--- config.mk ---
export PLATFORM = sky130hd
export DESIGN_NAME = hbe_cell
export DESIGN_NICKNAME = d
export VERILOG_FILES = /design/src/rtl/hermite_basis_eval_core_defines.svh /design/src/rtl/hbe_pkg.sv /design/src/rtl/hbe_cell.sv
export SDC_FILE = /design/constraint.sdc
export NUM_CORES = 2
export LEC_CHECK = 0
export BUFFER_PORTS_ARGS = -buffer_cell sky130_fd_sc_hd__buf_2
export CELL_PAD_IN_SITES_DETAIL_PLACEMENT = 1
export CELL_PAD_IN_SITES_GLOBAL_PLACEMENT = 1
export CORE_MARGIN = 1
export CORE_UTILIZATION = 54
export CTS_BUF_LIST = sky130_fd_sc_hd__clkbuf_2 sky130_fd_sc_hd__clkbuf_4 sky130_fd_sc_hd__clkbuf_8
export DETAILED_ROUTE_END_ITERATION = 6
export PLACE_DENSITY_LB_ADDON = 0.1
export SETUP_SLACK_MARGIN = 0.3
export SYNTH_ARGS = -nofsm -noshare
export SYNTH_HDL_FRONTEND = slang
export SYNTH_SLANG_ARGS = --single-unit
export TNS_END_PERCENT = 30
--- constraint.sdc ---
create_clock -name clock -period 17.22 [get_ports clock]
set_input_delay 2.583 -clock clock [delete_from_list [all_inputs] [get_ports clock]]
set_output_delay 2.583 -clock clock [all_outputs]
set_load 0.1 [all_outputs]
--- src/rtl/hermite_basis_eval_core_defines.svh ---
// ---------------------------------------------------------------------------
// Hermite basis evaluator: assertion macros
// Shared property wrappers for the checks at the end of the RTL modules.
// ---------------------------------------------------------------------------
`ifndef HERMITE_BASIS_EVAL_CORE_DEFINES_SVH
`define HERMITE_BASIS_EVAL_CORE_DEFINES_SVH

// Condition that must hold at every edge outside reset.
`define HBE_ASSERT_HOLDS(label, clk, rst, prop, msg) \
   label: assert property (@(posedge clk) disable iff (rst) (prop)) else $error(msg);

// Consequent that must hold in the same cycle as the antecedent.
`define HBE_ASSERT_IMPLIES(label, clk, rst, ante, cons, msg) \
   label: assert property (@(posedge clk) disable iff (rst) (ante) |-> (cons)) else $error(msg);

// Consequent that must hold in the cycle after the antecedent.
`define HBE_ASSERT_NEXT(label, clk, rst, ante, cons, msg) \
   label: assert property (@(posedge clk) disable iff (rst) (ante) |=> (cons)) else $error(msg);

`endif

--- src/rtl/hbe_pkg.sv ---
`timescale 1ns / 1ps
// ---------------------------------------------------------------------------
// hbe_pkg
// Widths, coefficient tables and the word that travels down the cell chain.
// ---------------------------------------------------------------------------
package hbe_pkg;

   localparam int IDX_W     = 3;
   localparam int DERIV_W   = 3;
   localparam int POINT_W   = 20;
   localparam int VALUE_W   = 48;
   localparam int ORDER_W   = 2;
   localparam int NUM_CELLS = 6;
   localparam int HC_W      = 6;
   localparam int FF_W      = 8;
   localparam int COEF_W    = HC_W + FF_W + 1;

   localparam int HALF_W     = VALUE_W / 2;
   localparam int LO_PROD_W  = HALF_W + 1 + POINT_W;
   localparam int HI_PROD_W  = HALF_W + POINT_W;
   localparam int PROD_W     = VALUE_W + POINT_W;
   localparam int SUM_W      = PROD_W + 1;

   localparam logic [ORDER_W-1:0] ORDER_LINEAR  = 2'd0;
   localparam logic [ORDER_W-1:0] ORDER_CUBIC   = 2'd1;
   localparam logic [ORDER_W-1:0] ORDER_QUINTIC = 2'd2;
   localparam logic [ORDER_W-1:0] ORDER_RESET   = ORDER_CUBIC;

   localparam logic STATUS_OK        = 1'b0;
   localparam logic STATUS_BAD_INDEX = 1'b1;

   localparam logic signed [VALUE_W-1:0] VALUE_MAX = 48'sh7FFF_FFFF_FFFF;
   localparam logic signed [VALUE_W-1:0] VALUE_MIN = 48'sh8000_0000_0000;

   // Twice the monomial coefficients, ascending powers, per order and index.
   localparam logic signed [HC_W-1:0] HALF_COEF [3][8][NUM_CELLS] = '{
      '{ '{2, -2, 0, 0, 0, 0}, '{0, 2, 0, 0, 0, 0},
         '{0, 0, 0, 0, 0, 0},  '{0, 0, 0, 0, 0, 0},
         '{0, 0, 0, 0, 0, 0},  '{0, 0, 0, 0, 0, 0},
         '{0, 0, 0, 0, 0, 0},  '{0, 0, 0, 0, 0, 0} },
      '{ '{2, 0, -6, 4, 0, 0}, '{0, 2, -4, 2, 0, 0},
         '{0, 0, 6, -4, 0, 0}, '{0, 0, -2, 2, 0, 0},
         '{0, 0, 0, 0, 0, 0},  '{0, 0, 0, 0, 0, 0},
         '{0, 0, 0, 0, 0, 0},  '{0, 0, 0, 0, 0, 0} },
      '{ '{2, 0, 0, -20, 30, -12}, '{0, 2, 0, -12, 16, -6},
         '{0, 0, 1, -3, 3, -1},    '{0, 0, 0, 20, -30, 12},
         '{0, 0, 0, -8, 14, -6},   '{0, 0, 0, 1, -2, 1},
         '{0, 0, 0, 0, 0, 0},      '{0, 0, 0, 0, 0, 0} }
   };

   // Falling factorial k!/(k-d)!, zero where d exceeds k.
   localparam logic [FF_W-1:0] FALL_FACT [NUM_CELLS][8] = '{
      '{1, 0, 0, 0, 0, 0, 0, 0},
      '{1, 1, 0, 0, 0, 0, 0, 0},
      '{1, 2, 2, 0, 0, 0, 0, 0},
      '{1, 3, 6, 6, 0, 0, 0, 0},
      '{1, 4, 12, 24, 24, 0, 0, 0},
      '{1, 5, 20, 60, 120, 120, 0, 0}
   };

   typedef struct packed {
      logic [DERIV_W-1:0]                  deriv;
      logic signed [POINT_W-1:0]           point;
      logic                                status;
      logic [NUM_CELLS-1:0][COEF_W-1:0]    coef;
      logic signed [VALUE_W-1:0]           acc;
   } cell_word_type;

endpackage

--- src/rtl/hbe_cell.sv ---
`timescale 1ns / 1ps
// ---------------------------------------------------------------------------
// hbe_cell
// One Horner step: acc = sat(floor(acc * t / 2^F) + c_k), two stages deep.
// ---------------------------------------------------------------------------
module hbe_cell
   import hbe_pkg::*;
#(
   parameter int FRAC_BITS = 16,
   parameter int POWER     = 0
) (
   input  logic          clock,
   input  logic          reset,
   input  logic          in_valid,
   input  cell_word_type in_word,
   output logic          out_valid,
   output cell_word_type out_word
);

   logic                          a_valid_ff;
   cell_word_type                 a_word_ff;
   logic signed [LO_PROD_W-1:0]   a_lo_ff;
   logic signed [HI_PROD_W-1:0]   a_hi_ff;
   logic signed [LO_PROD_W-1:0]   lo_prod;
   logic signed [HI_PROD_W-1:0]   hi_prod;

   logic                          b_valid_ff;
   cell_word_type                 b_word_ff;
   cell_word_type                 b_word_in;

   logic [PROD_W-1:0]             prod;
   logic signed [PROD_W-1:0]      prod_shift;
   logic [COEF_W-1:0]             coef;
   logic [SUM_W-1:0]              coef_scaled;
   logic [SUM_W-1:0]              sum;
   logic [SUM_W-VALUE_W:0]        sum_top;
   logic                          active;

   // Split the 48-bit accumulator so each multiplier stays narrow.
   assign lo_prod = $signed({1'b0, in_word.acc[HALF_W-1:0]}) * in_word.point;
   assign hi_prod = $signed(in_word.acc[VALUE_W-1:HALF_W]) * in_word.point;

   always_ff @(posedge clock) begin
      if (reset) begin
         a_valid_ff <= 1'b0;
         b_valid_ff <= 1'b0;
      end else begin
         a_valid_ff <= in_valid;
         b_valid_ff <= a_valid_ff;
      end
   end

   always_ff @(posedge clock) begin
      a_word_ff <= in_word;
      a_lo_ff   <= lo_prod;
      a_hi_ff   <= hi_prod;
      b_word_ff <= b_word_in;
   end

   assign prod        = {a_hi_ff, {HALF_W{1'b0}}}
                      + {{(PROD_W - LO_PROD_W){a_lo_ff[LO_PROD_W-1]}}, a_lo_ff};
   assign prod_shift  = $signed(prod) >>> FRAC_BITS;
   assign coef        = a_word_ff.coef[POWER];
   assign coef_scaled = {{(SUM_W - COEF_W){coef[COEF_W-1]}}, coef} << (FRAC_BITS - 1);
   assign sum         = {prod_shift[PROD_W-1], prod_shift} + coef_scaled;
   assign sum_top     = sum[SUM_W-1:VALUE_W-1];
   // Powers below the derivative order drop out of the differentiated polynomial.
   assign active      = a_word_ff.deriv <= DERIV_W'(POWER);

   always_comb begin
      b_word_in = a_word_ff;
      if (active) begin
         if ((&sum_top) || (~|sum_top)) begin
            b_word_in.acc = sum[VALUE_W-1:0];
         end else if (sum[SUM_W-1]) begin
            b_word_in.acc = VALUE_MIN;
         end else begin
            b_word_in.acc = VALUE_MAX;
         end
      end
   end

   assign out_valid = b_valid_ff;
   assign out_word  = b_word_ff;

endmodule

== After elaboration in Yosys (flattened, before gate mapping) ==
Index checks and enable logic that the tools add are counted.
Word-level totals
  flip-flop bits (word level): 415
  output and inout bits: 163
Cells by class
  $add $sub $neg: 2
  multiply operators: 2
  $lt $le $gt $ge: 1
  multiplexer cells: 3
  reductions and logical operators: 4
Operators with widths (number)
  48-bit 2-to-1 mux: 3
  68-bit adder: 1
  52-bit by 30-bit adder with 53-bit output: 1
  25-bit by 20-bit multiplier with 45-bit output: 1
  24-bit by 20-bit multiplier with 44-bit output: 1
  22-bit AND reduction: 1
  22-bit OR reduction: 1
  3-bit by 1-bit less-or-equal comparator with 1-bit output (second input constant): 1
  1-bit logical NOT: 1
  1-bit logical OR: 1

== Longest topological paths before layout ==
  depth after elaboration: 7
  mapped depth: 28

== Worst setup path before layout ==
Ideal clock, no wire load.
  path type: in2reg
  start: in in_word[144] (netlist bit)
  end: reg a_hi_ff[37]
  library setup time: 72 ps
  arrival time: 8999 ps
  required time: 17148 ps
  setup slack: 8149 ps
  stages on the path: 24
  path through: clkbuf_1 > clkbuf_1 > nand2_1 > fa_1 > fa_1 > fa_1 > inv_1 > fa_1 > fa_1 > fa_1 > inv_1 > fa_1 > inv_1 > ha_1 > a21o_1 > a21o_1 > or3_1 > a41oi_1 > a21oi_1 > a211oi_1 > o21ai_0 > a21o_1 > a21oi_1 > xnor2_1
On the way
  longest elaborated chain between the ends: 1
Ends and longest elaborated chain
  start, declared: RTL line hbe_cell.sv:15  | input cell_word_type in_word,
  24-bit by 20-bit multiplier with 44-bit output: RTL line hbe_cell.sv:41  | assign hi_prod = $signed(in_word.acc[VALUE_W-1:HALF_W]) * in_word.point;
  net hi_prod[37]: RTL line hbe_cell.sv:25  | logic signed [HI_PROD_W-1:0] hi_prod;
  end signal, assigned: RTL line hbe_cell.sv:56  | a_hi_ff <= hi_prod;
  end, declared: RTL line hbe_cell.sv:23  | logic signed [HI_PROD_W-1:0] a_hi_ff;
The timed path passes the listed nets, and every way through them passes these cells.
A chain may end at the register's enable or synchronous reset.

== Worst setup path in the final report ==
  start: in in_word[149] (netlist bit)
  end: reg a_lo_ff[37]
On the way
  longest elaborated chain between the ends: 1
Ends and longest elaborated chain
  25-bit by 20-bit multiplier with 45-bit output: RTL line hbe_cell.sv:40  | assign lo_prod = $signed({1'b0, in_word.acc[HALF_W-1:0]}) * in_word.point;
  net lo_prod[37]: RTL line hbe_cell.sv:24  | logic signed [LO_PROD_W-1:0] lo_prod;
  end signal, assigned: RTL line hbe_cell.sv:55  | a_lo_ff <= lo_prod;
  end, declared: RTL line hbe_cell.sv:22  | logic signed [LO_PROD_W-1:0] a_lo_ff;
The timed path passes the listed nets, and every way through them passes these cells.

==> metrics.txt <==
status completed; worst hold-check path type flip-flop to flip-flop; Setup CP Type primary input to flip-flop; post-synthesis cell count 4,847; mapped cell area 46,200 um^2; CTS clk-pin slew, worst paths 0.06 ns; Synth Area in Compound Gates 6.95%; Setup WS post-layout 7.67 ns; Vert. Die Dim 294 um; Post-synth EDFFs 0; wl on met1 59,300 um; area added between synthesis and finish 8.60%; WP buf/inv 6; hpwl dp 105,000 um; CP max stage cell buf_2; Startpoint Class primary input; All-Layer GR Usage 33.7%; DR iter-0 viols 1,739; GPL Wtd Cong 0.887; Syn. warnings 0; Fillers 9,658; Pins Over Slew Limit 0; XOR/XNOR Fraction of Synth Area 2.73%; met2 routed WL 68,100 um; FP Rows 106; Crit path required time 17.83 ns; initial core utilization 54.9%; Final nets 6,473; first-pass iteration count of the detailed router 5; WL final 140,000 um; die width 294 um; mux contribution to synthesized area 0.0461%; setup bufs post-CTS 0; io pins 328; layout cells sized above 1 9.98%; Via Count 34,100; register area share after synthesis 17.3%; average wire per cell in the routed design 22.5 um; synth unique cells 72; CTS Buffer Depth 3; post-synth net total 6,271; post-DR vias/cell 5.47; syn avg cell area 9.52 um^2; FF+latch area 7990 um^2; CP Cell Sequence buf_2 > nand2_1 > fa_1 > inv_1 > fa_1 > inv_1 > fa_1 > inv_1 > fa_1 > fa_1 > fa_1 > inv_1 > fa_1 > inv_1 > ha_1 > and3_1 > and3_1 > and3_1 > o211ai_1 > a21oi_1 > o21ai_0 > a21boi_0 > mux2i_1 > o2111ai_1; Reg2Reg Setup Slack 9.49 ns; Die ar. 86,600 um^2; largest family of logic cells by synthesized area adder cells; async set-reset flop share out of synthesis 0%; Hold Buf Count CTS 0; Max-slew headroom 19.8%; Post-DRT Antenna Nets 0; Synth Register Bits 399; Simple-Gate Fraction of Synth Area 14.2%; Synth Area in Adders 48.5%; I/O Buffers 327; Num Clock Sinks 399; CP max FO 49; Max-Cap Viols 0; pre-CTS setup slack 7.05 ns; crit share post-route 55.4%; clk_lat worst skew 0.78 ns; antenna violations before repair 10; RSZ-0062 raised after global routing false; Hold Vio Cnt, Final 0; Layout Cells excl Fill 6,239; CP arrival 10.15 ns; cts bufs inserted 70; Core Box Area 84,100 um^2; CTS tree done; Residual DRC 0; most frequent CP cell fa_1; vias in the first global route 39,200; largest net degree at the start of global routing 79; worst clock skew 0.0903 ns; CP endpoint kind flip-flop; Root Buffer clkbuf_8; critical path's largest stage delay 0.86 ns; Congestion Overflow GR 0; Final Critical Period 9.55 ns; PostCTS Resize Cnt 0; H-tree Lvls 3; area of the multi-input gates 33,500 um^2; DR top layer met5; Top delay family on crit path adder cells; Fin Setup TNS 0 ns; Least-Margin Pin Slew 1.20 ns; Final setup viols 0; WL met3 9060 um; DP Cell Count 6,111; top_reg_cell synth dfxtp_1; first-pass GRT wire length 222,000 um; Peak Freq 105 MHz
-- cell type report --
type	instances	share of cell area [%]
clock buffer	99	2.49
inverter	1020	7.64
clock inverter	22	0.539
sequential	399	15.9
antenna	7	0.0349
tap	1134	2.83
multi-input combinational	3198	66.8
timing repair buffer	360	3.76
-- per-layer routing --
metal / track usage (%) / vias to the layer above
met5: 0 / -
met4: 10.4 / 8
met3: 5.75 / 261
met2: 57.3 / 1099
met1: 43.8 / 17800
li1: - / 15000
-- cell families after synthesis --
logic type | after synthesis
adder cells (fa/ha/maj) | 1259
XOR/XNOR | 144
AND/OR/NAND/NOR | 1324
AO/OA/AOI/OAI | 469
buffers and inverters | 1250
flip-flops | 399
multiplexers | 2
-- cell usage after synthesis, types with 3 or more instances --
cell          n  share of area [%]
xnor2_1      93                1.8
nand3_1      29               0.31
fa_1        886                 38
and4_1        3              0.057
a2111oi_0     7               0.13
and3_1       13               0.18
a31o_2        5              0.095
o311ai_1     20               0.38
nor2_1      116               0.94
o311ai_2      6               0.21
buf_6         3              0.073
a211o_1       4              0.076
o31ai_1       7               0.11
and2_1      481                6.5
inv_1      1020                8.3
a211oi_1     11               0.18
o21bai_1     20               0.33
nor2b_1       9               0.12
o21a_1       11               0.18
nand2b_1     33               0.45
o2bb2ai_1     3              0.057
clkbuf_1    218                1.8
a21boi_0      6              0.098
a31oi_1      10               0.14
buf_2         7              0.076
a41oi_1       7               0.13
o2111ai_1     3              0.057
or3_1         8               0.11
a311oi_1      6               0.11
xor2_1       51               0.97
dfxtp_1     399                 17
nor3_1       26               0.28
o21ai_0      67               0.73
nand2_1     567                4.6
o211ai_1     27               0.44
a21oi_1     130                1.4
nand4_1      18               0.24
a221oi_1      4              0.076
o311ai_0      6               0.11
a21o_1       85                1.4
or2_2         6              0.081
ha_1        373                 10
-- sequential cells by signal, indices dropped and copies added, names as in the netlist --
signal / count
out_word: 162
a_lo_ff: 29
a_word_ff: 147
a_valid_ff: 1
coef: 15
a_hi_ff: 44
out_valid: 1
-- metrics by stage --
step / cell area (um^2) / util, % / hold WS, ns
2_1_floorplan: 46200 / - / 0.310
3_3_place_gp: 48600 / 57.8 / 0.310
3_5_place_dp: 48600 / 57.8 / 0.313
4_1_cts: 50100 / 59.6 / 0.293
5_1_grt: 50100 / 59.6 / 0.307
6_report: 50100 / 59.6 / 0.299
-- cells in the final DEF (no fill, tap or decap), types with 51 or more instances in the layout --
master    Yosys  routed
fa_1        886     886
nor2_1      116     116
nand2_1     567     567
o21ai_0      67      67
xnor2_1      93      93
buf_2         7     327
a21o_1       85      85
and2_1      481     481
ha_1        373     373
dfxtp_1     399     399
xor2_1       51      51
clkbuf_8      0      81
inv_1      1020    1020
a21oi_1     130     130
-- path summary, 6_finish.rpt --
kind | startpoint | depth (start not counted) | endpoint
setup / recovery | in_word[149] | 24 | a_lo_ff[37]
hold reg to reg | a_word_ff[140] | 0 | out_word[140]
hold / removal | a_word_ff[140] | 0 | out_word[140]
setup reg to reg | a_hi_ff[2] | 22 | out_word[11]
Power is left out: the tool's default activity adds up to more than one toggle a clock period on the data nets, which glitch-free logic cannot reach.
