--- config.mk ---
export PLATFORM = sky130hd
export DESIGN_NAME = hbe_out_fifo
export DESIGN_NICKNAME = d
export VERILOG_FILES = /design/src/rtl/hbe_pkg.sv /design/src/rtl/hbe_out_fifo.sv
export VERILOG_INCLUDE_DIRS = /design/src /design/src/rtl
export SDC_FILE = /design/constraint.sdc
export NUM_CORES = 1
export LEC_CHECK = 0
export BUFFER_PORTS_ARGS = -buffer_cell sky130_fd_sc_hd__buf_2
export CAP_MARGIN = 10
export CORE_MARGIN = 5
export CORE_UTILIZATION = 61
export CTS_CLUSTER_SIZE = 40
export DETAILED_ROUTE_END_ITERATION = 12
export PLACE_DENSITY_LB_ADDON = 0.25
export SYNTH_ARGS = -nofsm -noshare
export SYNTH_HDL_FRONTEND = slang
export SYNTH_SLANG_ARGS = --single-unit
--- constraint.sdc ---
create_clock -name clock -period 3.23 [get_ports clock]
set_input_delay 0.8075 -clock clock [delete_from_list [all_inputs] [get_ports clock]]
set_output_delay 0.8075 -clock clock [all_outputs]
set_load 0.005 [all_outputs]
--- src/rtl/hermite_basis_eval_core_defines.svh ---
// ---------------------------------------------------------------------------
// Hermite basis evaluator: assertion macros
// Shared property wrappers for the checks at the end of the RTL modules.
// ---------------------------------------------------------------------------
`ifndef HERMITE_BASIS_EVAL_CORE_DEFINES_SVH
`define HERMITE_BASIS_EVAL_CORE_DEFINES_SVH

// Condition that must hold at every edge outside reset.
`define HBE_ASSERT_HOLDS(label, clk, rst, prop, msg) \
   label: assert property (@(posedge clk) disable iff (rst) (prop)) else $error(msg);

// Consequent that must hold in the same cycle as the antecedent.
`define HBE_ASSERT_IMPLIES(label, clk, rst, ante, cons, msg) \
   label: assert property (@(posedge clk) disable iff (rst) (ante) |-> (cons)) else $error(msg);

// Consequent that must hold in the cycle after the antecedent.
`define HBE_ASSERT_NEXT(label, clk, rst, ante, cons, msg) \
   label: assert property (@(posedge clk) disable iff (rst) (ante) |=> (cons)) else $error(msg);

`endif

--- src/rtl/hbe_pkg.sv ---
`timescale 1ns / 1ps
// ---------------------------------------------------------------------------
// hbe_pkg
// Widths, coefficient tables and the word that travels down the cell chain.
// ---------------------------------------------------------------------------
package hbe_pkg;

   localparam int IDX_W     = 3;
   localparam int DERIV_W   = 3;
   localparam int POINT_W   = 20;
   localparam int VALUE_W   = 48;
   localparam int ORDER_W   = 2;
   localparam int NUM_CELLS = 6;
   localparam int HC_W      = 6;
   localparam int FF_W      = 8;
   localparam int COEF_W    = HC_W + FF_W + 1;

   localparam int HALF_W     = VALUE_W / 2;
   localparam int LO_PROD_W  = HALF_W + 1 + POINT_W;
   localparam int HI_PROD_W  = HALF_W + POINT_W;
   localparam int PROD_W     = VALUE_W + POINT_W;
   localparam int SUM_W      = PROD_W + 1;

   localparam logic [ORDER_W-1:0] ORDER_LINEAR  = 2'd0;
   localparam logic [ORDER_W-1:0] ORDER_CUBIC   = 2'd1;
   localparam logic [ORDER_W-1:0] ORDER_QUINTIC = 2'd2;
   localparam logic [ORDER_W-1:0] ORDER_RESET   = ORDER_CUBIC;

   localparam logic STATUS_OK        = 1'b0;
   localparam logic STATUS_BAD_INDEX = 1'b1;

   localparam logic signed [VALUE_W-1:0] VALUE_MAX = 48'sh7FFF_FFFF_FFFF;
   localparam logic signed [VALUE_W-1:0] VALUE_MIN = 48'sh8000_0000_0000;

   // Twice the monomial coefficients, ascending powers, per order and index.
   localparam logic signed [HC_W-1:0] HALF_COEF [3][8][NUM_CELLS] = '{
      '{ '{2, -2, 0, 0, 0, 0}, '{0, 2, 0, 0, 0, 0},
         '{0, 0, 0, 0, 0, 0},  '{0, 0, 0, 0, 0, 0},
         '{0, 0, 0, 0, 0, 0},  '{0, 0, 0, 0, 0, 0},
         '{0, 0, 0, 0, 0, 0},  '{0, 0, 0, 0, 0, 0} },
      '{ '{2, 0, -6, 4, 0, 0}, '{0, 2, -4, 2, 0, 0},
         '{0, 0, 6, -4, 0, 0}, '{0, 0, -2, 2, 0, 0},
         '{0, 0, 0, 0, 0, 0},  '{0, 0, 0, 0, 0, 0},
         '{0, 0, 0, 0, 0, 0},  '{0, 0, 0, 0, 0, 0} },
      '{ '{2, 0, 0, -20, 30, -12}, '{0, 2, 0, -12, 16, -6},
         '{0, 0, 1, -3, 3, -1},    '{0, 0, 0, 20, -30, 12},
         '{0, 0, 0, -8, 14, -6},   '{0, 0, 0, 1, -2, 1},
         '{0, 0, 0, 0, 0, 0},      '{0, 0, 0, 0, 0, 0} }
   };

   // Falling factorial k!/(k-d)!, zero where d exceeds k.
   localparam logic [FF_W-1:0] FALL_FACT [NUM_CELLS][8] = '{
      '{1, 0, 0, 0, 0, 0, 0, 0},
      '{1, 1, 0, 0, 0, 0, 0, 0},
      '{1, 2, 2, 0, 0, 0, 0, 0},
      '{1, 3, 6, 6, 0, 0, 0, 0},
      '{1, 4, 12, 24, 24, 0, 0, 0},
      '{1, 5, 20, 60, 120, 120, 0, 0}
   };

   typedef struct packed {
      logic [DERIV_W-1:0]                  deriv;
      logic signed [POINT_W-1:0]           point;
      logic                                status;
      logic [NUM_CELLS-1:0][COEF_W-1:0]    coef;
      logic signed [VALUE_W-1:0]           acc;
   } cell_word_type;

endpackage

--- src/rtl/hbe_out_fifo.sv ---
`timescale 1ns / 1ps
// ---------------------------------------------------------------------------
// hbe_out_fifo
// Result queue that absorbs every word still in the cell chain.
// ---------------------------------------------------------------------------
module hbe_out_fifo
   import hbe_pkg::*;
#(
   parameter int DEPTH = 16,
   parameter int WIDTH = 49
) (
   input  logic             clock,
   input  logic             reset,
   input  logic             wr_en,
   input  logic [WIDTH-1:0] wr_data,
   output logic             rd_valid,
   input  logic             rd_ready,
   output logic [WIDTH-1:0] rd_data
);

`include "hermite_basis_eval_core_defines.svh"

   localparam int PTR_W = $clog2(DEPTH);
   localparam int CNT_W = $clog2(DEPTH + 1);

   logic [WIDTH-1:0] mem_ff [DEPTH];
   logic [PTR_W-1:0] wr_ptr_ff;
   logic [PTR_W-1:0] wr_ptr_in;
   logic [PTR_W-1:0] rd_ptr_ff;
   logic [PTR_W-1:0] rd_ptr_in;
   logic [CNT_W-1:0] count_ff;
   logic [CNT_W-1:0] count_in;
   logic             rd_fire;

   assign rd_valid = count_ff != '0;
   assign rd_data  = mem_ff[rd_ptr_ff];
   assign rd_fire  = rd_valid && rd_ready;

   always_comb begin
      wr_ptr_in = wr_ptr_ff;
      rd_ptr_in = rd_ptr_ff;
      if (wr_en) begin
         wr_ptr_in = (wr_ptr_ff == PTR_W'(DEPTH - 1)) ? '0 : wr_ptr_ff + 1'b1;
      end
      if (rd_fire) begin
         rd_ptr_in = (rd_ptr_ff == PTR_W'(DEPTH - 1)) ? '0 : rd_ptr_ff + 1'b1;
      end
      count_in = count_ff + CNT_W'(wr_en) - CNT_W'(rd_fire);
   end

   always_ff @(posedge clock) begin
      if (reset) begin
         wr_ptr_ff <= '0;
         rd_ptr_ff <= '0;
         count_ff  <= '0;
      end else begin
         wr_ptr_ff <= wr_ptr_in;
         rd_ptr_ff <= rd_ptr_in;
         count_ff  <= count_in;
      end
   end

   always_ff @(posedge clock) begin
      if (wr_en) begin
         mem_ff[wr_ptr_ff] <= wr_data;
      end
   end

   `HBE_ASSERT_IMPLIES(a_no_overflow, clock, reset, wr_en && (count_ff == CNT_W'(DEPTH)), rd_fire, "write into full result queue")
   `HBE_ASSERT_IMPLIES(a_empty_ptrs, clock, reset, count_ff == '0, wr_ptr_ff == rd_ptr_ff, "empty queue with pointers apart")
   `HBE_ASSERT_HOLDS(a_count_range, clock, reset, count_ff <= CNT_W'(DEPTH), "queue count beyond depth")

endmodule

**Yosys cells after proc, flatten, opt, wreduce, memory -nomap -nowiden**

Memory sizes are Yosys's and may differ from the RTL's. A register that Yosys moved wholly into a read port is not among the register bits.
Cells that the tools add are included.

- Register bits after elaboration: 13
- Bits in latches: 0
- Bits in writable memories: 784
- ROM bits: 0
- Input bits: 53
- Output and inout bits: 50
- Logic and storage cells: 18
- Memories: 1

- Add/sub/neg operators: 4
- Multipliers: 0
- Div/mod/pow operators: 0
- Magnitude comparators: 0
- Equality and inequality tests: 2
- Shift-type cells: 0
- Multiplexer cells: 6
- Bitwise logic cells: 0
- Reductions and logical operators: 2

Memory list:

| memory | depth | width | read ports | clocked after Yosys merged registers in | write ports | RTL line | source |
|---|---|---|---|---|---|---|---|
| mem_ff | 16 | 49 | 1 | 1 | 1 | hbe_out_fifo.sv:26 | `logic [WIDTH-1:0] mem_ff [DEPTH];` |

Operator list:

| kind | number |
|---|---|
| 4-bit 2-to-1 mux | 4 |
| 4-bit by 1-bit adder with 4-bit output, second input constant | 2 |
| 4-bit == test, second input constant | 2 |
| 5-bit by 1-bit adder with 5-bit output | 1 |
| 5-bit nonzero test | 1 |
| 5-bit by 1-bit subtractor with 5-bit output | 1 |
| 1-bit 2-to-1 mux | 2 |
| 1-bit logical AND | 1 |

**Depth between registers and ports, before layout**

Gate-level depths: netlist (run 1).

- Depth in word-level cells: 4
- Depth in mapped cells: 15
- Gate-level depth less buffers: 14

**Least setup slack after synthesis (run 1)**

OpenSTA, ideal clock, no wires.

- Path kind: input to register
- From: in wr_en
- To: mem mem_ff[0][0] (enable)
- Library setup time: 0.411 ns
- Data arrival time: 2.528 ns
- Data required time: 2.819 ns
- Setup slack: 0.290 ns
- Stages on the path: 3
- Path buffers: 1
- Cell sequence: clkbuf_1 nor3b_1 and2_1

- Longest elaborated chain between the ends: 2

Ends and longest elaborated chain:

| what | RTL line | source |
|---|---|---|
| from (decl) | hbe_out_fifo.sv:14 | `input logic wr_en,` |
| 1-bit 2-to-1 mux | hbe_out_fifo.sv:64 | `if (wr_en) begin` |
| 1-bit 2-to-1 mux (implied by the code) | hbe_out_fifo.sv:65 | `mem_ff[wr_ptr_ff] <= wr_data;` |
| to (decl) | hbe_out_fifo.sv:26 |  |

No other way between the ends.

==> results_dict.tcl, run 1 <==
set metrics [dict create \
    hold_depth 2 \
    fin_cells 2233 \
    max_freq_mhz 303 \
    drive_gt1_frac 0.357 \
    p_sw_mw 5.50 \
    cts_tree "yes" \
    clkTransAtPathRegs_ns 0.05 \
    reg2reg_from "count_ff[2]" \
    place_inst 2055 \
    hold-path-endpoint "count_ff[1]" \
    fin_crit_ns 3.30 \
    power_frac_comb 0.150 \
    firstDrtPassIters 6 \
    fin_ws_ns -0.0696 \
    chipHeight_um 232 \
    synthMuxAreaShare 0.147 \
    synth_compound_area_frac 0.0269 \
    synth_area_um2 30200 \
    die_area_um2 54000 \
    path_class "reg2out" \
    ir_drop_mv 0.459 \
    crit_fanout 12 \
    hold_viol 0 \
    async_reset_ff_frac 0 \
    setup_viol 9 \
    synthFlopType "edfxtp_1" \
    arrival_ns 2.49 \
    maxCapViolCount 0 \
    grt_setup_unrepaired "true" \
    synth_edf_count 784 \
    cp-start-kind "flip-flop" \
    hp-start "reset" \
    max-slew-margin-rel 0.586 \
    clock_sinks 801 \
    gp_congestion 0.744 \
    reg2reg_to "count_ff[4]" \
    final_area_um2 35400 \
    globalRouteOverflowTotal 0 \
    clockBufferDepth 3 \
    synth_cell_types 32 \
    wl_um 68900 \
    post_drt_via_cell_ratio 6.52 \
    min_period_over_period 1.02 \
    post_drt_wl_per_cell_um 30.9 \
    drv_slew 0 \
    rows 81 \
    critPathCaptureType "output pin" \
    pin_count 103 \
    drtIter0Drc 1985 \
    cts_root_buffer "clkbuf_16" \
    post-route-drc-count 0 \
    dp.final_hpwl_um 34100 \
    p_int_mw 18.8 \
    setup_tns_ns -0.178 \
    syn-instance-count 1303 \
    yosysWarnings 0 \
    grt_pass1_wl_um 101000 \
    nets 1571 \
    synth_seq_cells 801 \
    antenna_found_initial 6 \
    ff2ff_path_depth 14 \
    seqPwrFrac 0.478 \
    die_w_um 232 \
    place_area_um2 32000 \
    cts_made_buffers 79 \
    synth_top_family_by_area "multiplexers" \
    num_vias 14600 \
    outcome "complete, but fails checks" \
    grt_pass1_vias 15300 \
    synth_fa_ha_area_frac 0.00522 \
    ant_nets 0 \
    core_um2 49000 \
    grt_max_degree 77 \
    port_buffers 102 \
    syn_area_per_cell_um2 23.2 \
    synth-xor-area-share 0.00116 \
    r2r_slack_ns 0.33 \
    synth_simple_gate_area_frac 0.0152 \
    track_usage 0.259 \
    final.setup_skew_ns 0.0228 \
    violations "setup timing" \
    min_path_type "in2reg" \
    yosysSeqAreaShare 0.791 \
    switching_share 0.226 \
    worstPathRequired_ns 2.42 \
    clkLatencyLatePin_ns 0.63 \
    initial_core_util 0.617 \
    worst_pin_slew_ns 0.619 \
    clock_power_share 0.372 \
    cellPowerDensity_nw_per_um2 688 \
    syn_nets 1368 \
    area_growth_pct 17.2 \
    leakage_nw 11.3 \
    htree_levels 3 \
]
==> cell families after synthesis <==
logic type / Yosys count
flip-flops: 801
multiplexers: 198
AO/OA/AOI/OAI: 111
AND/OR/NAND/NOR: 98
buffers and inverters: 79
adder cells (fa/ha/maj): 12
XOR/XNOR: 4
==> metrics by stage <==
stage,power [mW],worst slack [ns],hold WS [ns],utilization
3_3_place_gp,14.8,0.467,0.488,0.654
4_1_cts,24.2,-0.0441,0.494,0.716
2_1_floorplan,14.0,0.290,0.463,-
5_1_grt,25.2,-0.134,0.518,0.722
6_report,24.3,-0.0696,0.523,0.723
3_5_place_dp,14.9,0.344,0.518,0.654
==> routing by layer <==
metal	wire length [um]	global-route usage
met1	26000	0.364
met2	35300	0.428
met3	6080	0.0564
met4	1570	0.0644
met5	64	0
==> layout make-up <==
class	instances	area, um2
diodes	3	7.51
clock buffers	100	2120
well taps	664	831
flip-flops and latches	801	23900
multi-input cells	423	6170
inverters	11	41.3
repair buffers	190	1890
clock inverters	41	414
fillers	2670	13600
==> layout by cell type, fill, tap and decap left out, types with 5 or more instances in the layout <==
cell type and n:
nand2_2 5, a21oi_1 8, buf_12 28, nor2_1 7, bufinv_16 8, dfxtp_1 15, edfxtp_1 784, ha_1 11
buf_4 40, a22oi_1 58, buf_2 99, clkinv_1 18, buf_6 6, clkbuf_1 18, mux4_2 196, inv_1 11
buf_16 14, clkbuf_16 84, nand2_1 50, clkinv_2 8, nand3_1 5, and2_4 16, a22oi_2 40
==> sequential cells by signal, summed over array words and instances, names as in the netlist, named ones only <==
signal and flops:
mem_ff 784, count_ff 5, rd_ptr_ff 4, wr_ptr_ff 4
==> power groups by stage <==
| stage | Sequential, mW | Combinational [mW] | Clock (mW) |
|---|---|---|---|
| 2_1_floorplan | 11.8 | 2.18 | 0 |
| 3_3_place_gp | 11.8 | 2.99 | 0 |
| 3_5_place_dp | 11.8 | 3.05 | 0 |
| 4_1_cts | 11.6 | 3.50 | 9.13 |
| 5_1_grt | 11.6 | 3.91 | 9.67 |
| 6_report | 11.6 | 3.65 | 9.05 |
==> worst max-delay path, stage by stage (launching register included) <==
cell and delay [ns]:
dfxtp_4 0.41, buf_12 0.21, buf_12 0.17, mux4_2 0.57
a22oi_2 0.23, nand2_1 0.12, buf_2 0.15
==> how the worst max path moves through the flow <==
| stage | startpoint | endpoint | slack, ns |
|---|---|---|---|
| 6_report | flip-flop | rd_data[17] | -0.07 |
| 5_1_grt | flip-flop | rd_data[17] | -0.13 |
| 4_1_cts | flip-flop | rd_data[12] | -0.04 |
| 3_5_place_dp | count_ff[2] | count_ff[4] | 0.34 |
| 3_3_place_gp | flip-flop | rd_data[7] | 0.47 |
| 2_1_floorplan | wr_en | mem_ff[0][0] | 0.29 |
==> timing repair <==
item	in CTS	in global routing
pin swaps	15	6
hold buffers	0	0
gates cloned	8	2
gates resized for setup	43	31
setup endpoints to repair	39	44
buffers inserted	14	10
==> cells in the mapped netlist (3+ instances only) <==
cell      count  share of area
nor2b_1       5         0.0010
nand3_1       5        0.00083
buf_6         7         0.0026
mux4_2      196           0.15
nor2_1        8        0.00099
nand2_1      55         0.0068
inv_1        11         0.0014
a22oi_1      98          0.024
buf_4         9         0.0022
and2_1       17         0.0035
dfxtp_1      17          0.011
clkbuf_1     32         0.0040
a21oi_1       8         0.0013
edfxtp_1    784           0.78
buf_2        16         0.0027
ha_1         11         0.0046
xor2_1        3        0.00087
buf_1         4        0.00050
Note: power is estimated with default switching activity, not from simulation.
==> inputs of run 2 (changes only) <==
--- a/config.mk
+++ b/config.mk
@@ -8,8 +8,10 @@
 export LEC_CHECK = 0
 export BUFFER_PORTS_ARGS = -buffer_cell sky130_fd_sc_hd__buf_2
 export CAP_MARGIN = 10
+export CELL_PAD_IN_SITES_DETAIL_PLACEMENT = 1
+export CELL_PAD_IN_SITES_GLOBAL_PLACEMENT = 2
 export CORE_MARGIN = 5
-export CORE_UTILIZATION = 61
+export CORE_UTILIZATION = 50
 export CTS_CLUSTER_SIZE = 40
 export DETAILED_ROUTE_END_ITERATION = 12
 export PLACE_DENSITY_LB_ADDON = 0.25
==> results_dict.tcl, run 2 (synthesized netlist as in run 1, its figures left out) <==
set metrics [dict create \
    whs_ns 0.494 \
    slowest_stage "mux4_2" \
    max_freq_mhz 299 \
    final.setup_skew_ns 0.0374 \
    switching_share 0.234 \
    largest_reg_flops 784 \
    finalPower_mw 24.7 \
    rows 90 \
    num_vias 14500 \
    final_core_util 0.599 \
    ant_nets 0 \
    violations "setup timing" \
    fin_crit_ns 3.35 \
    cts_root_buffer "clkbuf_16" \
    seqPwrFrac 0.471 \
    ir_drop_mv 0.477 \
    port_buffers 102 \
    wl_um 72900 \
    max-slew-margin-rel 0.589 \
    clkLatencyLatePin_ns 0.64 \
    worst_pin_slew_ns 0.615 \
    cts_made_buffers 82 \
    antenna_found_initial 3 \
    outcome "complete, but fails checks" \
    p_sw_mw 5.76 \
    largest-register "mem_ff" \
    path_class "reg2out" \
    post_drt_wl_per_cell_um 30.7 \
    arrival_ns 2.54 \
    top_regs "mem_ff x784, count_ff x5" \
    hold_buffers 0 \
    grt_pass1_wl_um 107000 \
    maxCapViolCount 0 \
    cellPowerDensity_nw_per_um2 686 \
    fin_ws_ns -0.119 \
    min_period_over_period 1.04 \
    die_area_um2 65400 \
    initial_core_util 0.502 \
    post_drt_via_cell_ratio 6.10 \
    leakage_nw 11.4 \
    nets 1587 \
    setup_viol 27 \
    area_growth_pct 19.3 \
    grt_pass1_vias 15600 \
    pin_count 103 \
    globalRouteOverflowTotal 0 \
    track_usage 0.222 \
    cp-start-kind "flip-flop" \
    cp_cell_sequence "buf_6 > clkbuf_16 > mux4_2 > a22oi_1 > nand2_1 > buf_2" \
    reg2reg_from "count_ff[3]" \
    hold_viol 0 \
    cp_top_family "buffers and inverters" \
    crit_buf_inv 3 \
    gp_congestion 0.706 \
    final_cell_mix "784 x edfxtp_1, 196 x mux4_2, 95 x buf_2, 89 x clkbuf_16, 60 x a22oi_2" \
    min_path_type "reg2reg" \
    crit_fanout 8 \
    grt_max_degree 78 \
    fin_cells 2374 \
    critPathCaptureType "output pin" \
    post-route-drc-count 0 \
    clockBufferDepth 3 \
    die_w_um 256 \
    cts_tree "yes" \
    chipHeight_um 256 \
    p_int_mw 18.9 \
    place_inst 2179 \
    drtIter0Drc 1267 \
    dp.final_hpwl_um 38100 \
    grt_setup_unrepaired "true" \
    clock_power_share 0.368 \
    core_um2 60100 \
    power_frac_comb 0.161 \
    drive_gt1_frac 0.381 \
    worstPathRequired_ns 2.42 \
    htree_levels 3 \
    clock_sinks 801 \
    mostFrequentLayoutCell "edfxtp_1" \
    hp-start "rd_ptr_ff[1]" \
    critPathMaxStageDelay_ns 0.50 \
    drv_slew 0 \
    clkTransAtPathRegs_ns 0.06 \
    firstDrtPassIters 5 \
]
-- run 2: changes by cell type in the layout (fill, tap and decap cells not counted), moves of 6 or more --
cell	delta
clkinv_2	+10
buf_12	+8
a22oi_1	-20
a22oi_2	+20
buf_6	+9
buf_4	-6
-- run 2: per-stage QoR --
stage	setup slack (ns)	TNS (ns)	cell area [um2]
global route	-0.168	-4.69	36000
floorplan	0.290	0	30200
finish	-0.119	-1.04	36000
CTS	-0.134	-2.25	35700
detailed placement	0.331	0	32200
global placement	0.430	0	32200
-- run 2: power by group through the flow --
| stage | Clock [mW] | Sequential (mW) | Combinational, mW |
|---|---|---|---|
| 4_1_cts | 9.25 | 11.6 | 3.84 |
| 5_1_grt | 9.78 | 11.6 | 4.25 |
| 3_5_place_dp | 0 | 11.8 | 3.13 |
| 2_1_floorplan | 0 | 11.8 | 2.18 |
| 6_report | 9.09 | 11.6 | 3.97 |
| 3_3_place_gp | 0 | 11.8 | 3.07 |
-- run 2: final cells by class --
class / instances / area (um2)
sequential: 801 / 23900
antenna: 3 / 7.51
tap: 782 / 978
clock inverter: 49 / 394
fill: 4940 / 24100
clock buffer: 102 / 2180
inverter: 11 / 41.3
multi-input combinational: 423 / 6290
timing repair buffer: 203 / 2230
-- run 2: what timing repair did --
action | in CTS | in global routing
setup endpoints to repair | 41 | 47
cloned | 13 | 5
pin swaps | 47 | 27
gates resized for setup | 89 | 33
setup buffers | 18 | 10
-- run 2: metal layers --
| metal | wire length [um] | global-route usage | up-vias |
|---|---|---|---|
| met3 | 4140 | 0.0356 | 109 |
| met2 | 37500 | 0.374 | 528 |
| li1 | - | - | 6010 |
| met5 | 13 | 0 | - |
| met1 | 29800 | 0.309 | 7825 |
| met4 | 1460 | 0.0573 | 2 |
-- run 2: final timing paths --
check	depth (start not counted)	slack [ns]	endpoint
worst max-delay path	6	-0.12	rd_data[11]
worst min-delay path	2	0.49	flip-flop
worst max register to register	14	0.32	count_ff[4]
worst min register to register	2	0.49	flip-flop
-- run 2: tightest hold or removal path: cells and delay by family (launching register included) --
family,cells,cell delay (ns)
and+or+nand+nor,1,0.05
AOI/OAI and AO/OA,1,0.07
DFF,1,0.32
