**src/rtl/hermite_basis_eval_core_defines.svh**
```systemverilog
// ---------------------------------------------------------------------------
// Hermite basis evaluator: assertion macros
// Shared property wrappers for the checks at the end of the RTL modules.
// ---------------------------------------------------------------------------
`ifndef HERMITE_BASIS_EVAL_CORE_DEFINES_SVH
`define HERMITE_BASIS_EVAL_CORE_DEFINES_SVH

// Condition that must hold at every edge outside reset.
`define HBE_ASSERT_HOLDS(label, clk, rst, prop, msg) \
   label: assert property (@(posedge clk) disable iff (rst) (prop)) else $error(msg);

// Consequent that must hold in the same cycle as the antecedent.
`define HBE_ASSERT_IMPLIES(label, clk, rst, ante, cons, msg) \
   label: assert property (@(posedge clk) disable iff (rst) (ante) |-> (cons)) else $error(msg);

// Consequent that must hold in the cycle after the antecedent.
`define HBE_ASSERT_NEXT(label, clk, rst, ante, cons, msg) \
   label: assert property (@(posedge clk) disable iff (rst) (ante) |=> (cons)) else $error(msg);

`endif

```
**src/rtl/hbe_pkg.sv**
```systemverilog
`timescale 1ns / 1ps
// ---------------------------------------------------------------------------
// hbe_pkg
// Widths, coefficient tables and the word that travels down the cell chain.
// ---------------------------------------------------------------------------
package hbe_pkg;

   localparam int IDX_W     = 3;
   localparam int DERIV_W   = 3;
   localparam int POINT_W   = 20;
   localparam int VALUE_W   = 48;
   localparam int ORDER_W   = 2;
   localparam int NUM_CELLS = 6;
   localparam int HC_W      = 6;
   localparam int FF_W      = 8;
   localparam int COEF_W    = HC_W + FF_W + 1;

   localparam int HALF_W     = VALUE_W / 2;
   localparam int LO_PROD_W  = HALF_W + 1 + POINT_W;
   localparam int HI_PROD_W  = HALF_W + POINT_W;
   localparam int PROD_W     = VALUE_W + POINT_W;
   localparam int SUM_W      = PROD_W + 1;

   localparam logic [ORDER_W-1:0] ORDER_LINEAR  = 2'd0;
   localparam logic [ORDER_W-1:0] ORDER_CUBIC   = 2'd1;
   localparam logic [ORDER_W-1:0] ORDER_QUINTIC = 2'd2;
   localparam logic [ORDER_W-1:0] ORDER_RESET   = ORDER_CUBIC;

   localparam logic STATUS_OK        = 1'b0;
   localparam logic STATUS_BAD_INDEX = 1'b1;

   localparam logic signed [VALUE_W-1:0] VALUE_MAX = 48'sh7FFF_FFFF_FFFF;
   localparam logic signed [VALUE_W-1:0] VALUE_MIN = 48'sh8000_0000_0000;

   // Twice the monomial coefficients, ascending powers, per order and index.
   localparam logic signed [HC_W-1:0] HALF_COEF [3][8][NUM_CELLS] = '{
      '{ '{2, -2, 0, 0, 0, 0}, '{0, 2, 0, 0, 0, 0},
         '{0, 0, 0, 0, 0, 0},  '{0, 0, 0, 0, 0, 0},
         '{0, 0, 0, 0, 0, 0},  '{0, 0, 0, 0, 0, 0},
         '{0, 0, 0, 0, 0, 0},  '{0, 0, 0, 0, 0, 0} },
      '{ '{2, 0, -6, 4, 0, 0}, '{0, 2, -4, 2, 0, 0},
         '{0, 0, 6, -4, 0, 0}, '{0, 0, -2, 2, 0, 0},
         '{0, 0, 0, 0, 0, 0},  '{0, 0, 0, 0, 0, 0},
         '{0, 0, 0, 0, 0, 0},  '{0, 0, 0, 0, 0, 0} },
      '{ '{2, 0, 0, -20, 30, -12}, '{0, 2, 0, -12, 16, -6},
         '{0, 0, 1, -3, 3, -1},    '{0, 0, 0, 20, -30, 12},
         '{0, 0, 0, -8, 14, -6},   '{0, 0, 0, 1, -2, 1},
         '{0, 0, 0, 0, 0, 0},      '{0, 0, 0, 0, 0, 0} }
   };

   // Falling factorial k!/(k-d)!, zero where d exceeds k.
   localparam logic [FF_W-1:0] FALL_FACT [NUM_CELLS][8] = '{
      '{1, 0, 0, 0, 0, 0, 0, 0},
      '{1, 1, 0, 0, 0, 0, 0, 0},
      '{1, 2, 2, 0, 0, 0, 0, 0},
      '{1, 3, 6, 6, 0, 0, 0, 0},
      '{1, 4, 12, 24, 24, 0, 0, 0},
      '{1, 5, 20, 60, 120, 120, 0, 0}
   };

   typedef struct packed {
      logic [DERIV_W-1:0]                  deriv;
      logic signed [POINT_W-1:0]           point;
      logic                                status;
      logic [NUM_CELLS-1:0][COEF_W-1:0]    coef;
      logic signed [VALUE_W-1:0]           acc;
   } cell_word_type;

endpackage

```
**src/rtl/hbe_decode.sv**
```systemverilog
`timescale 1ns / 1ps
// ---------------------------------------------------------------------------
// hbe_decode
// Holds the order register, checks the index and builds scaled coefficients.
// ---------------------------------------------------------------------------
module hbe_decode
   import hbe_pkg::*;
(
   input  logic                      clock,
   input  logic                      reset,
   input  logic                      csr_wr_en,
   input  logic [ORDER_W-1:0]        csr_wr_data,
   input  logic                      in_valid,
   input  logic [IDX_W-1:0]          in_dof_index,
   input  logic [DERIV_W-1:0]        in_deriv_order,
   input  logic signed [POINT_W-1:0] in_point,
   output logic                      out_valid,
   output cell_word_type             out_word
);

   logic [ORDER_W-1:0]      order_ff;
   logic [ORDER_W-1:0]      order;
   logic [IDX_W:0]          basis_count;
   logic                    bad_index;
   logic signed [HC_W-1:0]  half_coef [NUM_CELLS];
   logic signed [COEF_W-1:0] coef [NUM_CELLS];
   logic                    valid_ff;
   cell_word_type           word_ff;
   cell_word_type           word_in;

   always_ff @(posedge clock) begin
      if (reset) begin
         order_ff <= ORDER_RESET;
         valid_ff <= 1'b0;
      end else begin
         if (csr_wr_en) begin
            order_ff <= csr_wr_data;
         end
         valid_ff <= in_valid;
      end
   end

   // The unused fourth code runs as quintic.
   assign order       = (order_ff > ORDER_QUINTIC) ? ORDER_QUINTIC : order_ff;
   assign basis_count = (IDX_W + 1)'({order, 1'b0}) + (IDX_W + 1)'(2);
   assign bad_index   = {1'b0, in_dof_index} >= basis_count;

   always_comb begin
      for (int k = 0; k < NUM_CELLS; k++) begin
         half_coef[k] = bad_index ? '0 : HALF_COEF[order][in_dof_index][k];
         coef[k]      = half_coef[k] * $signed({1'b0, FALL_FACT[k][in_deriv_order]});
      end
   end

   always_comb begin
      word_in.deriv  = in_deriv_order;
      word_in.point  = in_point;
      word_in.status = bad_index ? STATUS_BAD_INDEX : STATUS_OK;
      word_in.acc    = '0;
      for (int k = 0; k < NUM_CELLS; k++) begin
         word_in.coef[k] = coef[k];
      end
   end

   always_ff @(posedge clock) begin
      word_ff <= word_in;
   end

   assign out_valid = valid_ff;
   assign out_word  = word_ff;

endmodule

```
**config.mk**
```make
export PLATFORM = sky130hd
export DESIGN_NAME = hbe_decode
export DESIGN_NICKNAME = d
export VERILOG_FILES = /design/src/rtl/hermite_basis_eval_core_defines.svh /design/src/rtl/hbe_pkg.sv /design/src/rtl/hbe_decode.sv
export SDC_FILE = /design/constraint.sdc
export NUM_CORES = 1
export LEC_CHECK = 0
export BUFFER_PORTS_ARGS = -buffer_cell sky130_fd_sc_hd__buf_4
export CAP_MARGIN = 20
export CORE_MARGIN = 2
export CORE_UTILIZATION = 52
export CTS_BUF_LIST = sky130_fd_sc_hd__clkbuf_16
export DETAILED_ROUTE_END_ITERATION = 6
export PLACE_DENSITY = 0.84
export REMOVE_ABC_BUFFERS = 1
export SYNTH_ARGS = -nofsm -noshare
export SYNTH_HDL_FRONTEND = slang
export SYNTH_SLANG_ARGS = --single-unit
```
**constraint.sdc**
```tcl
create_clock -name clock -period 10.51 [get_ports clock]
set_input_delay 1.051 -clock clock [delete_from_list [all_inputs] [get_ports clock]]
set_output_delay 1.051 -clock clock [all_outputs]
set_load 0.05 [all_outputs]
```
# Word level (Yosys, flattened, before mapping)
# Memory sizes are Yosys's and may differ from the RTL's.
# Cells that the tools add are included.
# Widths: inputs -> output; s select.
# op_classes
addsub	1
n_mul	6
magnitude_cmp	5
n_mux	26
n_bitwise	3
# ops
op	n
$bmux 288 s2	1
$mux 288	2
$bmux 36 s3	1
$mux 8	12
$mul 6x9->15	6
$mux 36	2
$mux 6	6
$ge 4x4->1 const B	2
$not 3->4	2
$add 3x2->4 const B	1
$ge 3x4->1	1
$ge 3x3->1 const B	1
$not 2->3	1
$gt 2x2->1 const B	1
$mux 2	1
$mux 1	1
# word_totals
reg_bits	117
rom_bits	384
output_inout_bits	163
elab_cells	58
n_memories	6
# mem_list
memory	words	word_bits	read_ports	rd_clocked_by_memory_dff	write_ports	line	text
(name not given)	8	8	1	0	0	hbe_decode.sv:51	coef[k] = half_coef[k] * $signed({1'b0, FALL_FACT[k][in_deriv_order]});
(name not given)	8	8	1	0	0	hbe_decode.sv:51	
(name not given)	8	8	1	0	0	hbe_decode.sv:51	
(name not given)	8	8	1	0	0	hbe_decode.sv:51	
(name not given)	8	8	1	0	0	hbe_decode.sv:51	
(name not given)	8	8	1	0	0	hbe_decode.sv:51	

# Depth between registers and ports, before layout
# Gate-level depths: netlist of run 1.
# depth
ltp_word	11
mapped_depth	26
depth_no_buf	23

# Worst setup path before layout of run 1
# No wires, ideal clock.
# synth_path
path_kind	in2reg
start	in in_dof_index[1]
end	reg word_ff (netlist bit out_word[136])
setup_time_ps	124
arrival_time_ps	6204
required_ps	10386
path_slack_ps	4182
path_stages	22
path_cell_list	clkbuf_1 -> inv_1 -> ha_1 -> and3b_1 -> or3_1 -> buf_2 -> or2_1 -> buf_2 -> or3_1 -> fa_1 -> inv_1 -> ha_1 -> fa_1 -> fa_1 -> ha_1 -> inv_1 -> fa_1 -> nor2b_1 -> o21ai_0 -> a21oi_1 -> mux2i_1 -> nand3_1
# synth_lines
element	line	text
from (decl)	hbe_decode.sv:14	input logic [IDX_W-1:0] in_dof_index,
to (signal assigned)	hbe_decode.sv:66	word_ff <= word_in;
to (decl)	hbe_decode.sv:28	cell_word_type word_ff;

==> results of run 1 <==
==> state kept, by name, indices dropped and copies added (netlist names) <==
name,count
out_word,85
out_valid,1
order_ff,2
==> cells by family after synthesis <==
kind of cell,share of synthesized area (%)
AOI/OAI and AO/OA,6.52
adders and majority gates,34.6
DFF,28.0
other,0.0596
buffers and inverters,14.2
and+or+nand+nor,12.2
xor gates and xnor gates,3.90
muxes,0.497
==> tightest hold or removal path: stages (launching register included) <==
cell     delay, ps
dfxtp_1        420
mux2i_1        170
nor2_1          50
==> metal layers <==
metal | up-vias | GRT usage (%) | wire [um]
met1 | 2092 | 21.8 | 4610
met2 | 189 | 31.0 | 5600
li1 | 2257 | - | -
met4 | 0 | 7.80 | 195
met5 | - | 0 | 0
met3 | 16 | 5.15 | 973
==> Yosys cell counts, drive strengths merged, types with 2 or more instances <==
master	n	area share, %
a211oi	3	0.36
a21o	7	0.84
a21oi	25	2.0
and2	9	0.89
and3	8	0.80
buf	82	9.6
clkbuf	4	0.24
dfxtp	88	28
fa	32	10
ha	123	24
inv	72	4.3
mux2i	2	0.32
nand2	20	1.2
nand2b	6	0.60
nand3	9	0.72
nand4	2	0.20
nor2	55	3.3
nor2b	12	1.2
nor3	18	1.5
nor3b	2	0.24
nor4	6	0.70
o211ai	2	0.24
o21a	2	0.24
o21ai	14	1.1
o21bai	5	0.60
o31a	2	0.28
or2	4	0.40
or3	2	0.20
xnor2	20	2.8
xor2	8	1.1
==> through the flow <==
step / util (%) / setup WS (ps) / total power, W / instances
2_1_floorplan: - / 4580 / 0.000530 / 631
3_3_place_gp: 59.4 / 4160 / 0.000583 / 909
3_5_place_dp: 59.4 / 4020 / 0.000586 / 909
4_1_cts: 61.8 / 4400 / 0.000895 / 925
5_1_grt: 61.8 / 3860 / 0.000925 / 925
6_report: 61.8 / 4360 / 0.000884 / 925
==> power breakdown <==
| part | internal, W | switching, W | total [W] |
|---|---|---|---|
| registers | 0.000352 | 0.00000622 | 0.000358 |
| clock network | 0.000165 | 0.000141 | 0.000306 |
| logic | 0.0000550 | 0.000165 | 0.000220 |
==> cell type report <==
cell class	count	area (um^2)	area share (%)
flip-flops and latches	88	1760	23.9
repair buffers	131	983	13.4
inverters	73	274	3.72
multi-input cells	470	3870	52.6
clock inverters	7	61.3	0.833
clock buffers	9	225	3.06
well taps	147	184	2.50
==> path summary, 6_finish.rpt <==
| kind | start | cells past startpoint | end | slack, ps |
|---|---|---|---|---|
| max | in_dof_index[1] | 19 | out_word[136] | 4360 |
| max reg2reg | order_ff[1] | 19 | out_word[136] | 4550 |
| min reg2reg | order_ff[1] | 2 | order_ff[1] | 690 |
| min | order_ff[1] | 2 | order_ff[1] | 690 |
==> placed cells by master, fill, tap and decap left out, types with 6 or more instances in the layout <==
master	n
buf_4	131
ha_1	123
dfxtp_1	88
inv_1	71
conb_1	63
nor2_1	55
fa_1	32
a21oi_1	25
nand2_1	20
xnor2_1	20
nor3_1	17
o21ai_0	14
nor2b_1	12
nand3_1	9
and2_1	9
clkbuf_16	9
xor2_1	8
and3_1	8
a21o_1	7
nand2b_1	6
==> key figures, run 1 <==
Synthesis
  • Sequential-to-total area share from yosys stat: 28.0%
  • Post-synth ARST share: 0%
  • Synth warn: 0
  • Synth Flop Type: dfxtp_1
  • Synth unique cells: 46
  • Yosys reg bits: 88
  • Post-Syn Area: around 6300 um^2
  • Mapped Cells: around 660
  • Syn_area_per_cell: 9.60 um^2
  • Number of flops mapped to enable cells by yosys: 0

GRT
  • First-pass GRT wire length: 18900 um
  • Number of global-route vias before repair: 4273
  • GRT Residual Overflow: 0
  • All-Layer GR Usage: a little under a fifth
  • Initial antenna violation count: 0
  • Largest net degree at the start of global routing: 18

Drt
  • Via count: 4554
  • Post-Route WL: 11400 um
  • Drt initial violations: 241
  • DRC: 0
  • Post-DRT Antenna Nets: 0
  • DRT Pass-1 Iters: 4
  • Post-DR wirelength/cell: 12.3 um
  • Vias per cell: just under 5

Die
  • Die Area: 13000 um^2
  • Die Ht: 114 um
  • Row cnt: 40
  • Num ports: 195
  • Total core area: ~12000 um^2
  • Die Width: 114 um
  • Starting Density: 52.8%

Clock network
  • Post-cts hold buffer count: 0
  • TritonCTS buffer count: 9
  • Post-CTS Repair Setup Buffers: 0
  • Later-pin clock latency in the skew report: 350 ps
  • Post-CTS sizing: 0
  • Clk slew on worst S/H paths: approximately 70 ps
  • Longest Clk Path Bufs: 2
  • Root buf cell: clkbuf_16
  • CTS tree: yes
  • CTS H-Tree Depth: 3
  • CTS sink cnt: 88

Power
  • Power Density: 120 nW/um^2
  • P_leak: 4.18 nW
  • VDD IR max: 0.0000687 V

Critical path
  • CP Data Required Time: 10750 ps
  • CP Max Fanout: 9
  • Data arrival time of the critical path: approximately 6400 ps
  • Worst Path Buf+Inv: 3
  • Worst Setup End Kind: flop
  • CP startpoint kind: primary input
  • Slowest cell delay on critical path: about 670 ps
  • WS Path Type: in2reg
  • Most Frequent Cell on Critical Path: fa_1
  • CP top delay family: adder cells
  • CP Cell Sequence: buf_4, inv_1, ha_1, and3b_1, nor4_1, nand2_1, nor3_1, fa_1, ha_1, fa_1, fa_1, ha_1, inv_1, fa_1, nor2b_1, o21ai_0, a21oi_1, mux2i_1, nand3_1
  • CP max-delay cell: nor4_1

Final layout
  • Final-layout fill cell count: 1001
  • Area Overhead vs Synth: 17.0%
  • Final Cell Area: 7360 um^2
  • Ant. Diodes: 0
  • Share of layout cells above drive strength 1: 19.8%
  • Final net count: between 900 and 1000

Placed design
  • GP Congestion: ~0.9
  • Port Buffers: 131
  • Dpl hpwl: 9390 um
  • Placed Instance Area: a little over 7000 um^2

STA
  • Clock skew: 6.43 ps
  • Period utilisation layout: 58.6%
  • Slew Limit Headroom: 47.0%
  • Min Hold Slack: 685 ps
  • Pins Over Slew Limit: 0
  • Worst-Margin Slew: 788 ps
  • Fin. Hold Viols: 0
  • TNS Setup: 0 ps
  • Tmin final: 6150 ps
  • Peak Freq: approximately 160 MHz
  • RSZ-0062 raised after global routing: false
  • Final setup vio count: 0

Run
  • Max Cap Viol: 0

Hold path
  • Min-delay worst type: reg2reg

Outcome
  • Run status: finished clean
Power figures use the tool's default switching activity.
==> inputs of run 2 (changes only) <==
==> constraint.sdc (replaced) <==
create_clock -name clock -period 5.7 [get_ports clock]
set_input_delay 0.57 -clock clock [delete_from_list [all_inputs] [get_ports clock]]
set_output_delay 0.57 -clock clock [all_outputs]
set_load 0.05 [all_outputs]
==> run 2 against run 1 <==
Net effect:
- setup slack worse by 4100 ps
- clock skew down 0.59 ps
- routed wire length up 3.2%
- clock power up 89%
- sequential power up 84%
- critical path type is now reg2reg
- critical endpoint unchanged
- largest power group unchanged
==> key figures, run 2 (synthesized netlist as in run 1, its figures left out) <==
Outcome
  • Run status: finished clean (unchanged)

Die
  • Die Area: 13000 um^2 (unchanged)
  • Starting Density: 52.8% (unchanged)
  • Num ports: 195 (unchanged)
  • Die Width: 114 um (unchanged)
  • Total core area: 11900 um^2 (unchanged)
  • Die Ht: 114 um (unchanged)
  • Row cnt: 40 (unchanged)

Final layout
  • Final Cell Area: 7510 um^2 (was 7360 um^2)
  • Share of layout cells above drive strength 1: 22.3% (was 19.8%)
  • Register Area: 1760 um^2 (about the same)
  • Area Overhead vs Synth: 19.4% (was 17.0%)
  • Most frequent cells in the layout: 145 x buf_4, 123 x ha_1, 86 x dfxtp_1 (was 131 x buf_4, 123 x ha_1, 88 x dfxtp_1)
  • Ant. Diodes: 0 (unchanged)
  • Final-layout fill cell count: 984 (was 1001)
  • Max reg flops: 85 (unchanged)
  • Most common cell after layout, fill and taps aside: buf_4 (unchanged)
  • Final net count: 974 (was 960)
  • Post-Layout Cell Count: 939 (was 925)
  • Area of the multi-input gates: 3910 um^2 (was 3870 um^2)
  • Post-route core utilization: 63.1% (was 61.8%)

Clock network
  • Post-CTS Repair Setup Buffers: 0 (unchanged)
  • TritonCTS buffer count: 9 (unchanged)
  • CTS H-Tree Depth: 3 (unchanged)
  • CTS sink cnt: 88 (unchanged)
  • Longest Clk Path Bufs: 2 (unchanged)
  • CTS tree: yes (unchanged)
  • Root buf cell: clkbuf_16 (unchanged)
  • Post-cts hold buffer count: 0 (unchanged)
  • Later-pin clock latency in the skew report: 340 ps (was 350 ps)
  • Clk slew on worst S/H paths: 70 ps (about the same)

Drt
  • Post-DRT Antenna Nets: 0 (unchanged)
  • Max layer used: met4 (unchanged)
  • Met2 WL post-DR: 5840 um (was 5600 um)
  • Post-DR wirelength/cell: 12.5 um (was 12.3 um)
  • Metal1 wirelength: 4810 um (was 4610 um)
  • Drt initial violations: 226 (was 241)
  • Vias per cell: 4.83 (was 4.92)
  • Met3 WL post-DR: 947 um (was 973 um)
  • Via count: 4538 (was 4554)
  • DRC: 0 (unchanged)
  • DRT Pass-1 Iters: 4 (unchanged)
  • Post-Route WL: 11700 um (was 11400 um)

Critical path
  • CP Max Fanout: 7 (was 9)
  • CP Data Required Time: 5920 ps (was 10750 ps)
  • Data arrival time of the critical path: 5650 ps (was 6390 ps)
  • Reg2Reg Setup Slack: 270 ps (was 4550 ps)
  • Worst Setup End Kind: flop (unchanged)
  • R2R depth: 20 (was 19)
  • CP startpoint kind: flop (was primary input)
  • Crit Reg-Reg Startpoint: order_ff[1] (unchanged)
  • Worst R2R End: out_word[136] (unchanged)
  • WS Path Type: reg2reg (was in2reg)

STA
  • Pins Over Slew Limit: 0 (unchanged)
  • Slew Limit Headroom: 63.2% (was 47.0%)
  • Fin. Hold Viols: 0 (unchanged)
  • Peak Freq: approximately 180 MHz
  • RSZ-0062 raised after global routing: false (unchanged)
  • Final setup vio count: 0 (unchanged)
  • Period utilisation layout: between 90 and 100%
  • TNS Setup: 0 ps (unchanged)
  • Tmin final: 5430 ps
  • Clock skew: 5.85 ps (was 6.43 ps)
  • Worst-Margin Slew: 552 ps (was 788 ps)

Hold path
  • Min-delay worst type: in2reg (was reg2reg)
  • WHS Endpoint: out_word[146] (was order_ff[1])
  • Hold path depth: 1 (was 2)
  • Hold path start: in_point[7] (was order_ff[1])

Placed design
  • Cells after DPL: 923 (was 909)
  • Dpl hpwl: 9690 um (was 9390 um)
  • GP Congestion: 0.913 (was 0.898)
  • Placed Instance Area: 7180 um^2 (was 7070 um^2)
  • Port Buffers: 131 (unchanged)

GRT
  • GRT Residual Overflow: 0 (unchanged)
  • First-pass GRT wire length: 19500 um (was 18900 um)
  • Largest net degree at the start of global routing: 19 (was 18)
  • All-Layer GR Usage: 18.7% (was 18.3%)
  • Number of global-route vias before repair: 4309 (was 4273)
  • Initial antenna violation count: 0 (unchanged)

Power
  • Power Density: 221 nW/um^2 (was 120 nW/um^2)
  • Total power: 0.00166 W (was 0.000884 W)
  • Switch share: 35.7% (was 35.3%)
  • Internal power: 0.00107 W (was 0.000572 W)
  • Psw: 0.000591 W (was 0.000312 W)
  • Comb pwr share: 25.3% (was 24.9%)
  • VDD IR max: 0.000151 V (was 0.0000687 V)
  • P_leak: 4.26 nW (was 4.18 nW)
  • Seq pwr share: 39.8% (was 40.5%)
  • Clk pwr share: 35.0% (was 34.6%)

Run
  • Max Cap Viol: 0 (unchanged)
-- run 2: cell count changes in the layout (fill, tap and decap cells not counted), sizes merged --
cell,change
clkinvlp,-1
buf,+14
clkinv,+2
inv,-1
-- run 2: per-layer routing --
metal | vias up | global-route usage (%)
met2 | 169 | 32.9
met3 | 13 | 5.95
met1 | 2069 | 21.7
met5 | - | 0
li1 | 2287 | -
met4 | 0 | 5.69
-- run 2: worst max path at each step --
stage / startpoint / end / slack, ps / cells past startpoint
2_1_floorplan: in_dof_index[1] / out_word[136] / 250 / 19
3_3_place_gp: in_dof_index[2] / out_word[136] / 140 / 19
3_5_place_dp: in_dof_index[2] / out_word[136] / 60 / 19
4_1_cts: order_ff[1] / out_word[136] / 80 / 20
5_1_grt: order_ff[1] / out_word[136] / 20 / 20
6_report: order_ff[1] / out_word[136] / 270 / 20
-- run 2: metrics by stage --
| stage | hold WS (ps) | setup WS, ps |
|---|---|---|
| global route | 304 | 15.1 |
| CTS | 312 | 78.3 |
| finish | 326 | 274 |
| detailed placement | 602 | 60.7 |
| floorplan | 570 | 247 |
| global placement | 606 | 140 |
-- run 2: area by class of cell --
type	instances	area share, %
timing repair buffer	145	14.5
clock buffer	9	3.00
multi-input combinational	470	52.0
inverter	73	3.65
sequential	88	23.5
clock inverter	7	0.933
tap	147	2.45
-- run 2: critical path, stage by stage (launching register included) --
cell and delay (ps):
dfxtp_2 420, inv_2 80, nand2_1 110, ha_1 240, and3b_1 210, or3_1 400
or2_4 270, or3_4 390, fa_1 550, inv_1 50, ha_1 220, fa_1 500
fa_1 560, ha_1 160, inv_1 50, fa_1 390, nor2b_1 120, o21ai_0 120
a21oi_2 200, mux2i_1 190, nand3_1 80
-- run 2: power groups by stage --
stage / combinational, W / sequential [W] / clock (W)
2_1_floorplan: 0.000189 / 0.000788 / 0
3_3_place_gp: 0.000413 / 0.000672 / 0
3_5_place_dp: 0.000417 / 0.000673 / 0
4_1_cts: 0.000419 / 0.000659 / 0.000605
5_1_grt: 0.000448 / 0.000661 / 0.000630
6_report: 0.000419 / 0.000659 / 0.000579
-- run 2: timing repair --
item	in CTS	in global routing
gates resized for setup	0	11
endpoints found under the setup margin	0	4
endpoints found under the hold margin	0	0
